$ cat src/design/pcsq_pkg.sv
// Shared types and constants for the PC sequencer and special register file.
// Holds request and status codes, special register addresses and reset values.
// No dependencies.
`timescale 1ns / 1ps

package pcsq_pkg;

    // General register file size and the index bits that address it
    localparam int unsigned NUM_GPRS = 32;
    localparam int unsigned GPR_AW   = (NUM_GPRS > 1) ? $clog2(NUM_GPRS) : 1;
    localparam int unsigned IDX_W    = 5;

    // Request kinds carried in the input tuser
    typedef enum logic [2:0] {
        REQ_SOFT_RESET = 3'd0,
        REQ_ADVANCE    = 3'd1,
        REQ_SET_BRANCH = 3'd2,
        REQ_WRITE_GPR  = 3'd3,
        REQ_READ_GPR   = 3'd4,
        REQ_WRITE_SPR  = 3'd5,
        REQ_READ_SPR   = 3'd6
    } t_req;

    // Result status carried in the output tuser
    typedef enum logic [1:0] {
        ST_OK       = 2'd0,
        ST_BAD_SPR  = 2'd1,
        ST_NO_SUPER = 2'd2
    } t_status;

    // Special register addresses
    typedef enum logic [15:0] {
        SPR_NPC        = 16'h0010,
        SPR_SR         = 16'h0011,
        SPR_PPC        = 16'h0012,
        SPR_EPCR       = 16'h0020,
        SPR_EEAR       = 16'h0030,
        SPR_ESR        = 16'h0040,
        SPR_MAC_LO     = 16'h2801,
        SPR_MAC_HI     = 16'h2802,
        SPR_TICK_MODE  = 16'h5000,
        SPR_TICK_COUNT = 16'h5001
    } t_spr_addr;

    localparam logic [31:0] NO_BRANCH = 32'hffff_ffff;
    localparam logic [31:0] SR_WMASK  = 32'hf001_ffff;
    localparam logic [31:0] SR_FORCE  = 32'h0000_8000;
    localparam logic [31:0] SR_RESET  = 32'h0000_8001;
    localparam logic [31:0] PC_RESET  = 32'h0000_0100;
    localparam logic [31:0] NPC_RESET = 32'h0000_0104;
    localparam logic [31:0] PC_STEP   = 32'h0000_0004;
    localparam int unsigned SR_SUPER_BIT = 0;

endpackage

$ cat src/design/pc_sequencer_and_spr_file_core.sv
// PC sequencer with general and special register file, one request per word.
// Depends on pcsq_pkg for codes, addresses and reset values.
//
//  channel | direction | tdata (low bit up)                        | tuser
//  --------+-----------+-------------------------------------------+-------------
//  s       | in        | reg_index 5, spr_addr 16, write_value 32  | req_type 3
//  m       | out       | read_data 32, cur_pc 32, next_pc 32       | status 2
//
// A word is held in the input register, then decoded, applied to the state and
// loaded into the result register. A new word is taken every cycle while the
// reply side keeps taking results; that rate is set by the single decode-and-mux pass between the two registers.
// While the result register is full and not taken, the input register holds and
// o_s_tready drops once it is also full. Synchronous reset loads the
// architectural reset values and empties both registers.
`timescale 1ns / 1ps

module pc_sequencer_and_spr_file_core (
    input  logic         i_clk,
    input  logic         i_rst_n,
    input  logic         i_s_tvalid,
    output logic         o_s_tready,
    input  logic [55:0]  i_s_tdata,   // reg_index[4:0], spr_addr[20:5], write_value[52:21]
    input  logic [2:0]   i_s_tuser,   // req_type[2:0]
    output logic         o_m_tvalid,
    input  logic         i_m_tready,
    output logic [95:0]  o_m_tdata,   // read_data[31:0], cur_pc[63:32], next_pc[95:64]
    output logic [1:0]   o_m_tuser    // status[1:0]
);

    // Input register
    logic                           r_in_valid;
    logic [2:0]                     r_in_req;
    logic [pcsq_pkg::IDX_W-1:0]     r_in_idx;
    logic [15:0]                    r_in_addr;
    logic [31:0]                    r_in_val;

    // Result register
    logic                           r_out_valid;
    logic [31:0]                    r_out_rd;
    logic [1:0]                     r_out_st;
    logic [31:0]                    r_out_pc;
    logic [31:0]                    r_out_npc;

    // Architectural state
    logic [31:0] r_gpr [pcsq_pkg::NUM_GPRS];
    logic [31:0] r_pc, r_npc, r_branch, r_sr, r_epcr, r_eear, r_esr;
    logic [31:0] r_maclo, r_machi, r_ttmr, r_ttcr;

    logic [31:0] n_gpr [pcsq_pkg::NUM_GPRS];
    logic [31:0] n_pc, n_npc, n_branch, n_sr, n_epcr, n_eear, n_esr;
    logic [31:0] n_maclo, n_machi, n_ttmr, n_ttcr;
    logic [31:0] n_rd;
    pcsq_pkg::t_status n_st;

    logic        process;
    logic        idx_in_range;
    logic [pcsq_pkg::GPR_AW-1:0] gpr_sel;
    logic [31:0] spr_rdata;
    logic        spr_known;

    // Advance when the result register is free or being taken
    assign process    = r_in_valid && (!r_out_valid || i_m_tready);
    assign o_s_tready = !r_in_valid || process;

    assign o_m_tvalid = r_out_valid;
    assign o_m_tdata  = {r_out_npc, r_out_pc, r_out_rd};
    assign o_m_tuser  = r_out_st;

    // Range check and array index for the general register file
    assign idx_in_range = ({1'b0, r_in_idx} < (pcsq_pkg::IDX_W + 1)'(pcsq_pkg::NUM_GPRS));
    assign gpr_sel      = pcsq_pkg::GPR_AW'(r_in_idx);

    // Decode the special register address for reads
    always_comb begin
        spr_known = 1'b1;
        spr_rdata = '0;
        unique case (pcsq_pkg::t_spr_addr'(r_in_addr))
            pcsq_pkg::SPR_NPC:        spr_rdata = r_npc;
            pcsq_pkg::SPR_SR:         spr_rdata = r_sr;
            pcsq_pkg::SPR_PPC:        spr_rdata = r_pc;
            pcsq_pkg::SPR_EPCR:       spr_rdata = r_epcr;
            pcsq_pkg::SPR_EEAR:       spr_rdata = r_eear;
            pcsq_pkg::SPR_ESR:        spr_rdata = r_esr;
            pcsq_pkg::SPR_MAC_LO:     spr_rdata = r_maclo;
            pcsq_pkg::SPR_MAC_HI:     spr_rdata = r_machi;
            pcsq_pkg::SPR_TICK_MODE:  spr_rdata = r_ttmr;
            pcsq_pkg::SPR_TICK_COUNT: spr_rdata = r_ttcr;
            default:                  spr_known = 1'b0;
        endcase
    end

    // Work out the new state and the result for the word in the input register
    always_comb begin
        n_gpr    = r_gpr;
        n_pc     = r_pc;
        n_npc    = r_npc;
        n_branch = r_branch;
        n_sr     = r_sr;
        n_epcr   = r_epcr;
        n_eear   = r_eear;
        n_esr    = r_esr;
        n_maclo  = r_maclo;
        n_machi  = r_machi;
        n_ttmr   = r_ttmr;
        n_ttcr   = r_ttcr;
        n_rd     = '0;
        n_st     = pcsq_pkg::ST_OK;

        unique case (r_in_req) inside
            pcsq_pkg::REQ_SOFT_RESET: begin
                for (int i = 0; i < pcsq_pkg::NUM_GPRS; i++) begin
                    n_gpr[i] = '0;
                end
                n_sr    = pcsq_pkg::SR_RESET;
                n_maclo = '0;
                n_machi = '0;
                n_pc    = pcsq_pkg::PC_RESET;
                n_npc   = pcsq_pkg::NPC_RESET;
            end
            pcsq_pkg::REQ_ADVANCE: begin
                n_pc = r_npc;
                if (r_branch != pcsq_pkg::NO_BRANCH) begin
                    n_npc    = r_branch;
                    n_branch = pcsq_pkg::NO_BRANCH;
                end else begin
                    n_npc = r_npc + pcsq_pkg::PC_STEP;
                end
            end
            pcsq_pkg::REQ_SET_BRANCH: begin
                n_branch = r_in_val;
            end
            pcsq_pkg::REQ_WRITE_GPR: begin
                // drop writes to register zero and beyond the file
                if (idx_in_range && r_in_idx != '0) begin
                    n_gpr[gpr_sel] = r_in_val;
                end
            end
            pcsq_pkg::REQ_READ_GPR: begin
                if (idx_in_range && r_in_idx != '0) begin
                    n_rd = r_gpr[gpr_sel];
                end
            end
            pcsq_pkg::REQ_WRITE_SPR,
            pcsq_pkg::REQ_READ_SPR: begin
                // supervisor check comes before the address decode
                if (!r_sr[pcsq_pkg::SR_SUPER_BIT]) begin
                    n_st = pcsq_pkg::ST_NO_SUPER;
                end else if (!spr_known) begin
                    n_st = pcsq_pkg::ST_BAD_SPR;
                end else if (r_in_req == pcsq_pkg::REQ_READ_SPR) begin
                    n_rd = spr_rdata;
                end else begin
                    case (pcsq_pkg::t_spr_addr'(r_in_addr))
                        pcsq_pkg::SPR_NPC:        n_npc   = r_in_val;
                        pcsq_pkg::SPR_SR:         n_sr    = (r_in_val & pcsq_pkg::SR_WMASK)
                                                            | pcsq_pkg::SR_FORCE;
                        pcsq_pkg::SPR_PPC:        n_pc    = r_in_val;
                        pcsq_pkg::SPR_EPCR:       n_epcr  = r_in_val;
                        pcsq_pkg::SPR_EEAR:       n_eear  = r_in_val;
                        pcsq_pkg::SPR_ESR:        n_esr   = r_in_val;
                        pcsq_pkg::SPR_MAC_LO:     n_maclo = r_in_val;
                        pcsq_pkg::SPR_MAC_HI:     n_machi = r_in_val;
                        pcsq_pkg::SPR_TICK_MODE:  n_ttmr  = r_in_val;
                        pcsq_pkg::SPR_TICK_COUNT: n_ttcr  = r_in_val;
                        default:                  n_ttcr  = r_ttcr;
                    endcase
                end
            end
            default: begin
                // unused request kind: ignore
            end
        endcase
    end

    // Input register: load on accept, empty when processed
    always_ff @(posedge i_clk) begin
        if (!i_rst_n) begin
            r_in_valid <= 1'b0;
        end else if (o_s_tready) begin
            r_in_valid <= i_s_tvalid;
        end
    end

    always_ff @(posedge i_clk) begin
        if (i_s_tvalid && o_s_tready) begin
            r_in_req  <= i_s_tuser[2:0];
            r_in_idx  <= i_s_tdata[4:0];
            r_in_addr <= i_s_tdata[20:5];
            r_in_val  <= i_s_tdata[52:21];
        end
    end

    // Result register: load when a word is processed, drop when taken
    always_ff @(posedge i_clk) begin
        if (!i_rst_n) begin
            r_out_valid <= 1'b0;
        end else if (process) begin
            r_out_valid <= 1'b1;
        end else if (i_m_tready) begin
            r_out_valid <= 1'b0;
        end
    end

    always_ff @(posedge i_clk) begin
        if (process) begin
            r_out_rd  <= n_rd;
            r_out_st  <= n_st;
            r_out_pc  <= n_pc;
            r_out_npc <= n_npc;
        end
    end

    // Architectural state: commit only for a processed word
    always_ff @(posedge i_clk) begin
        if (!i_rst_n) begin
            for (int i = 0; i < pcsq_pkg::NUM_GPRS; i++) begin
                r_gpr[i] <= '0;
            end
            r_pc     <= pcsq_pkg::PC_RESET;
            r_npc    <= pcsq_pkg::NPC_RESET;
            r_branch <= pcsq_pkg::NO_BRANCH;
            r_sr     <= pcsq_pkg::SR_RESET;
            r_epcr   <= '0;
            r_eear   <= '0;
            r_esr    <= '0;
            r_maclo  <= '0;
            r_machi  <= '0;
            r_ttmr   <= '0;
            r_ttcr   <= '0;
        end else if (process) begin
            r_gpr    <= n_gpr;
            r_pc     <= n_pc;
            r_npc    <= n_npc;
            r_branch <= n_branch;
            r_sr     <= n_sr;
            r_epcr   <= n_epcr;
            r_eear   <= n_eear;
            r_esr    <= n_esr;
            r_maclo  <= n_maclo;
            r_machi  <= n_machi;
            r_ttmr   <= n_ttmr;
            r_ttcr   <= n_ttcr;
        end
    end

endmodule

$ cat config.mk
export PLATFORM = sky130hd
export DESIGN_NAME = pc_sequencer_and_spr_file_core
export DESIGN_NICKNAME = d
export VERILOG_FILES = /design/src/design/pcsq_pkg.sv /design/src/design/pc_sequencer_and_spr_file_core.sv
export SDC_FILE = /design/constraint.sdc
export NUM_CORES = 2
export LEC_CHECK = 0
export BUFFER_PORTS_ARGS = -buffer_cell sky130_fd_sc_hd__buf_2
export CAP_MARGIN = 20
export CORE_MARGIN = 8
export CORE_UTILIZATION = 60
export DETAILED_ROUTE_END_ITERATION = 6
export GPL_TIMING_DRIVEN = 0
export PLACE_DENSITY = 0.85
export SYNTH_ARGS = -nofsm -noshare
export SYNTH_HDL_FRONTEND = slang
export SYNTH_SLANG_ARGS = --single-unit
export TNS_END_PERCENT = 50
$ cat constraint.sdc
create_clock -name i_clk -period 5.8 [get_ports i_clk]
set_input_delay 1.16 -clock i_clk [delete_from_list [all_inputs] [get_ports i_clk]]
set_output_delay 1.16 -clock i_clk [all_outputs]
set_load 0.005 [all_outputs]
# Yosys cells after proc, flatten, opt, wreduce, memory -nomap -nowiden
# Cells that the tools add are included.
# classes
add_sub_neg	1
magnitude_cmp	2
eq_ne	25
n_mux	47
bitwise_logic	2
reduce_logical	27
# op_table
op	n
$pmux W1024 S2	1
$bwmux W1024	1
$mux W1024	1
$mux W32	29
$pmux W32 S10	1
$pmux W32 S2	5
$pmux W32 S3	2
$bmux W32 S5	1
$demux W32 S5	1
$eq A16 B5 Y1 const B	3
$reduce_and A6 Y1	8
$add A32 B3 Y32 const B	1
$eq A16 B14 Y1 const B	2
$eq A16 B15 Y1 const B	2
$eq A16 B6 Y1 const B	2
$ne A32 B32 Y1 const B	1
$eq A16 B7 Y1 const B	1
$ne A2 B1 Y1 const B	5
$reduce_or A10 Y1	1
$eq A3 B3 Y1 const B	3
$reduce_bool A2 Y1	4
$eq A3 B2 Y1 const B	2
$ge A6 B6 Y1 const B	1
$lt A6 B1 Y1 const B	1
14 further kinds	25
# word_totals
regBits	1532
in_bits	63
out_inout_bits	100
wordCells	159

# Depth between registers and ports, before layout
# depth
ltp_word	8
mapped_depth	10
mapped_depth_nobuf	7

# Least setup slack after synthesis
# OpenSTA, ideal clock, no wires.
# synth_path
path_kind	in2reg
startpoint	input i_m_tready
endpoint	register r_npc[12]
setup_time_ns	0.111
arrival_ns	5.014
required_time_ns	5.689
slack_ns	0.675
path_stages	7
n_path_buf	2
path_cell_list	nor2b_1 nand2b_1 clkbuf_1 clkinv_1 clkbuf_1 o21ai_0 a31oi_1
# synth_via
elab_chain_len	2
# synth_lines
item	line_no	rtl
start, declared	pc_sequencer_and_spr_file_core.sv:25	input logic i_m_tready,
$logic_or A1 B1 Y1	pc_sequencer_and_spr_file_core.sv:62	assign process = r_in_valid && (!r_out_valid || i_m_tready);
$logic_and A1 B1 Y1	pc_sequencer_and_spr_file_core.sv:62	
net process	pc_sequencer_and_spr_file_core.sv:55	logic process;
end signal, assigned	pc_sequencer_and_spr_file_core.sv:220	r_npc <= pcsq_pkg::NPC_RESET;
end signal, assigned	pc_sequencer_and_spr_file_core.sv:233	r_npc <= n_npc;
end, declared	pc_sequencer_and_spr_file_core.sv:46	logic [31:0] r_pc, r_npc, r_branch, r_sr, r_epcr, r_eear, r_esr;
# The timed path passes the listed nets, and every way through them passes these cells.
# A chain may end at the register's enable or synchronous reset.

# Worst setup path in the final report
# layout_path
startpoint	register r_in_req[2]
endpoint	register r_gpr[582] (netlist name)
# layout_via
elab_chain_len	3
elab_cells_between_ends	6
cone_classes	2 x eq/ne; 1 x mux; 3 x reduce/logical
# layout_lines
item	line_no	rtl
start, declared	pc_sequencer_and_spr_file_core.sv:32	logic [2:0] r_in_req;
start signal, assigned	pc_sequencer_and_spr_file_core.sv:186	r_in_req <= i_s_tuser[2:0];
$eq A3 B2 Y1 (no source line) / $logic_not A3 Y1 (equally long branches)	-	
$ne A2 B1 Y1 (no source line) / $reduce_bool A2 Y1 (equally long branches)	-	
$reduce_and A3 Y1 (no source line)	-	
end signal, assigned	pc_sequencer_and_spr_file_core.sv:231	r_gpr <= n_gpr;
end, declared	pc_sequencer_and_spr_file_core.sv:45	logic [31:0] r_gpr [pcsq_pkg::NUM_GPRS];
# Parallel ways exist; a longest one is shown, timed or not.

==> impl_metrics.py <==
metrics = {
    "floorplan": {
        "io-pin-count": 163,
        "core-area_mm2": 0.1072,
        "start_util": 0.6056,
        "die_area_mm2": 0.1190,
        "row_count": 120,
        "die_x_um": 345.0,
        "die_h_um": 345.0,
    },
    "sta": {
        "min_period_ns": 4.707,
        "slew_viol_final": 0,
        "fin_crit_sh": 0.8116,
        "hold_viol_final": 0,
        "worst_pin_slew_ns": 1.355,
        "setup_viol": 0,
        "fmax_mhz": 212.4,
        "skew_ns": 0.03039,
        "rsz0062_at_grt": "false",
        "maxSlewHeadroom": 0.09648,
    },
    "synthesis": {
        "syn_nets": 7163,
        "syn_area_mm2": 0.06492,
        "ys_types": 86,
        "netlist_top_cells_count": "dfxtp_1 (1367), nand3_1 (846), nor2_1 (635), clkbuf_1 (626), o21ai_0 (614)",
        "async_flop_share": 0,
        "synthTopCellsByArea": "dfxtp_1 (42%), mux4_2 (8.9%), edfxtp_1 (7.1%)",
        "yosysMostFrequentCell": "dfxtp_1",
        "yosysSeqAreaShare": 0.4927,
        "synth-edff-count": 154,
        "synth.ff_latch_count": 1521,
        "synth_area_per_cell_um2": 9.146,
        "synth_ff_type": "dfxtp_1",
        "syn-instance-count": 7099,
        "ys_warn_count": 0,
        "synth_largest_area_cell": "dfxtp_1",
        "synth_top_cell_area_share": 0.4215,
    },
    "power_and_ir_drop": {
        "p_per_area_mw_per_mm2": 311.2,
        "power_w": 0.02296,
        "peakVddDrop_uv": 278.6,
        "p_leak_nw": 24.65,
    },
    "global_route": {
        "antenna_found_initial": 24,
        "grt_pass1_vias": 63736,
        "track_usage": 0.5195,
        "grt_pass1_wl_um": 442200,
        "grt_max_degree": 68,
        "overflow": 0,
    },
    "run_status": {
        "outcome": "complete, but fails checks",
        "violations": "DRC",
    },
    "detailed_routing": {
        "wl_um": 320400,
        "drt-initial-drc-count": 12680,
        "routedWlPerCell_um": 35.51,
        "drc_errors": 60,
        "viasPerCell": 7.392,
        "vias": 66694,
        "antenna_left": 0,
        "firstDrtPassIters": 7,
    },
    "critical_path": {
        "endpoint_kind": "flop",
        "critical_path_class": "reg -> reg",
        "path_max_fanout": 10,
        "critPathLaunchType": "flop",
        "required_ns": 6.51,
        "worst_ep_arrival_time_ns": 5.42,
    },
    "clock_tree": {
        "tritoncts": "done",
        "cts-resized-gates": 0,
        "cts_hold_buf": 0,
        "post_cts.repair.setup_buffers": 0,
        "htree_levels": 4,
        "cts.sinks": 1521,
        "cts.reportedPaths.clkPinSlew_ns": 0.06,
        "cts_buffer_depth": 3,
        "ctsRootBufferMaster": "clkbuf_16",
        "numCtsBuffers": 156,
        "worst_skew_pair.late_latency_ns": 0.80,
    },
    "hold_path": {
        "holdCritPathClass": "reg -> reg",
    },
    "flow_run": {
        "max_cap_viol_count": 0,
    },
    "place": {
        "place_congestion": 1.108,
        "postPlaceCellArea_mm2": 0.06810,
        "numPortBuffers": 158,
        "dp_hpwl_um": 242500,
    },
    "finish": {
        "final_area_mm2": 0.07376,
        "drive_gt1_frac": 0.1141,
        "final_nets": 7531,
        "area_growth_pct": 13.60,
        "nFillCells": 8702,
    },
}
-- per-stage QoR --
step,cells,worst slack [ns],utilization,TNS (ns),hold slack [ns]
floorplan,7099,0.6749,-,0,0.4166
global placement,8660,-1.769,0.6294,-166.65,0.4371
detailed placement,8695,0.3135,0.6353,0,0.4356
CTS,8986,1.107,0.6853,0,0.4508
global route,9005,1.301,0.6876,0,0.4695
finish,9023,1.093,0.6880,0,0.4503
-- routing by layer --
metal	share of wire	up-vias	GRT usage
met4	0.13	26	0.5438
met1	0.30	31083	0.5370
li1	-	26910	-
met3	0.15	2240	0.2043
met2	0.42	6435	0.7761
met5	0.0011	-	0.01665
-- power breakdown --
part           internal (W)  leakage (nW)  total (W)  switching (W)
registers            0.0107          12.5     0.0107      0.0000532
clock network       0.00610          2.63     0.0107        0.00456
logic              0.000301          9.54    0.00157        0.00127
-- layout make-up --
cell class / instances / area [um2] / area share
well taps: 1403 / 1755 / 0.02380
multi-input cells: 4744 / 29650 / 0.4020
clock inverters: 58 / 701.9 / 0.009517
inverters: 14 / 52.55 / 0.0007125
diodes: 20 / 50.05 / 0.0006786
flip-flops and latches: 1521 / 31990 / 0.4337
clock buffers: 233 / 4663 / 0.06322
repair buffers: 210 / 1617 / 0.02192
plain buffers: 820 / 3273 / 0.04438
-- cells by family after synthesis --
logic type      share of synthesized area
buf+inv                           0.05074
mux                               0.09389
flops                              0.4927
fa+ha+maj                       0.0001927
compound gates                     0.1747
xor+xnor                         0.002563
simple gates                       0.1851
-- final timing paths --
kind / startpoint / end / slack, ns / cells after the start
setup / recovery: r_in_req[2]$_DFFE_PP_ / r_gpr[582]$_SDFFE_PN0P_ / 1.09 / 8
hold / removal: r_esr[25]$_SDFFE_PN0P_ / r_esr[25]$_SDFFE_PN0P_ / 0.45 / 2
setup reg to reg: r_in_req[2]$_DFFE_PP_ / r_gpr[582]$_SDFFE_PN0P_ / 1.09 / 8
hold reg to reg: r_esr[25]$_SDFFE_PN0P_ / r_esr[25]$_SDFFE_PN0P_ / 0.45 / 2
-- flip-flops by register name (all words and copies together) (netlist names) --
| name | count |
|---|---|
| r_out_pc | 32 |
| r_machi | 32 |
| o_m_tvalid | 1 |
| r_branch | 32 |
| r_maclo | 32 |
| r_out_npc | 32 |
| r_in_addr | 16 |
| r_ttcr | 32 |
| r_ttmr | 32 |
| r_npc | 32 |
| r_epcr | 32 |
| r_esr | 32 |
| gpr_sel | 5 |
| o_m_tuser | 2 |
| r_in_valid | 1 |
| r_in_req | 3 |
| r_sr | 21 |
| r_eear | 32 |
| r_out_rd | 32 |
| r_in_val | 32 |
| r_gpr | 1024 |
| r_pc | 32 |
-- cells in the final DEF (no fill, tap or decap), types with 175 or more instances in the layout --
cell      instances
nor2_1          635
buf_2           236
dfxtp_1        1367
a31oi_1         291
a21oi_1         502
clkbuf_1        659
mux4_2          256
nand3_1         846
nand2_1         582
a22oi_1         175
o21ai_0         614
nand4_1         276
-- worst max-delay path, cell delays in order, from the launching register on --
cell and delay [ns]:
edfxtp_1 0.55, clkbuf_1 0.60, nor2_1 0.38, nand2_1 0.25
clkbuf_1 0.71, clkbuf_1 0.86, clkbuf_1 0.85, a31oi_1 0.23
nor2_1 0.18
Note: power is estimated with default switching activity, not from simulation.
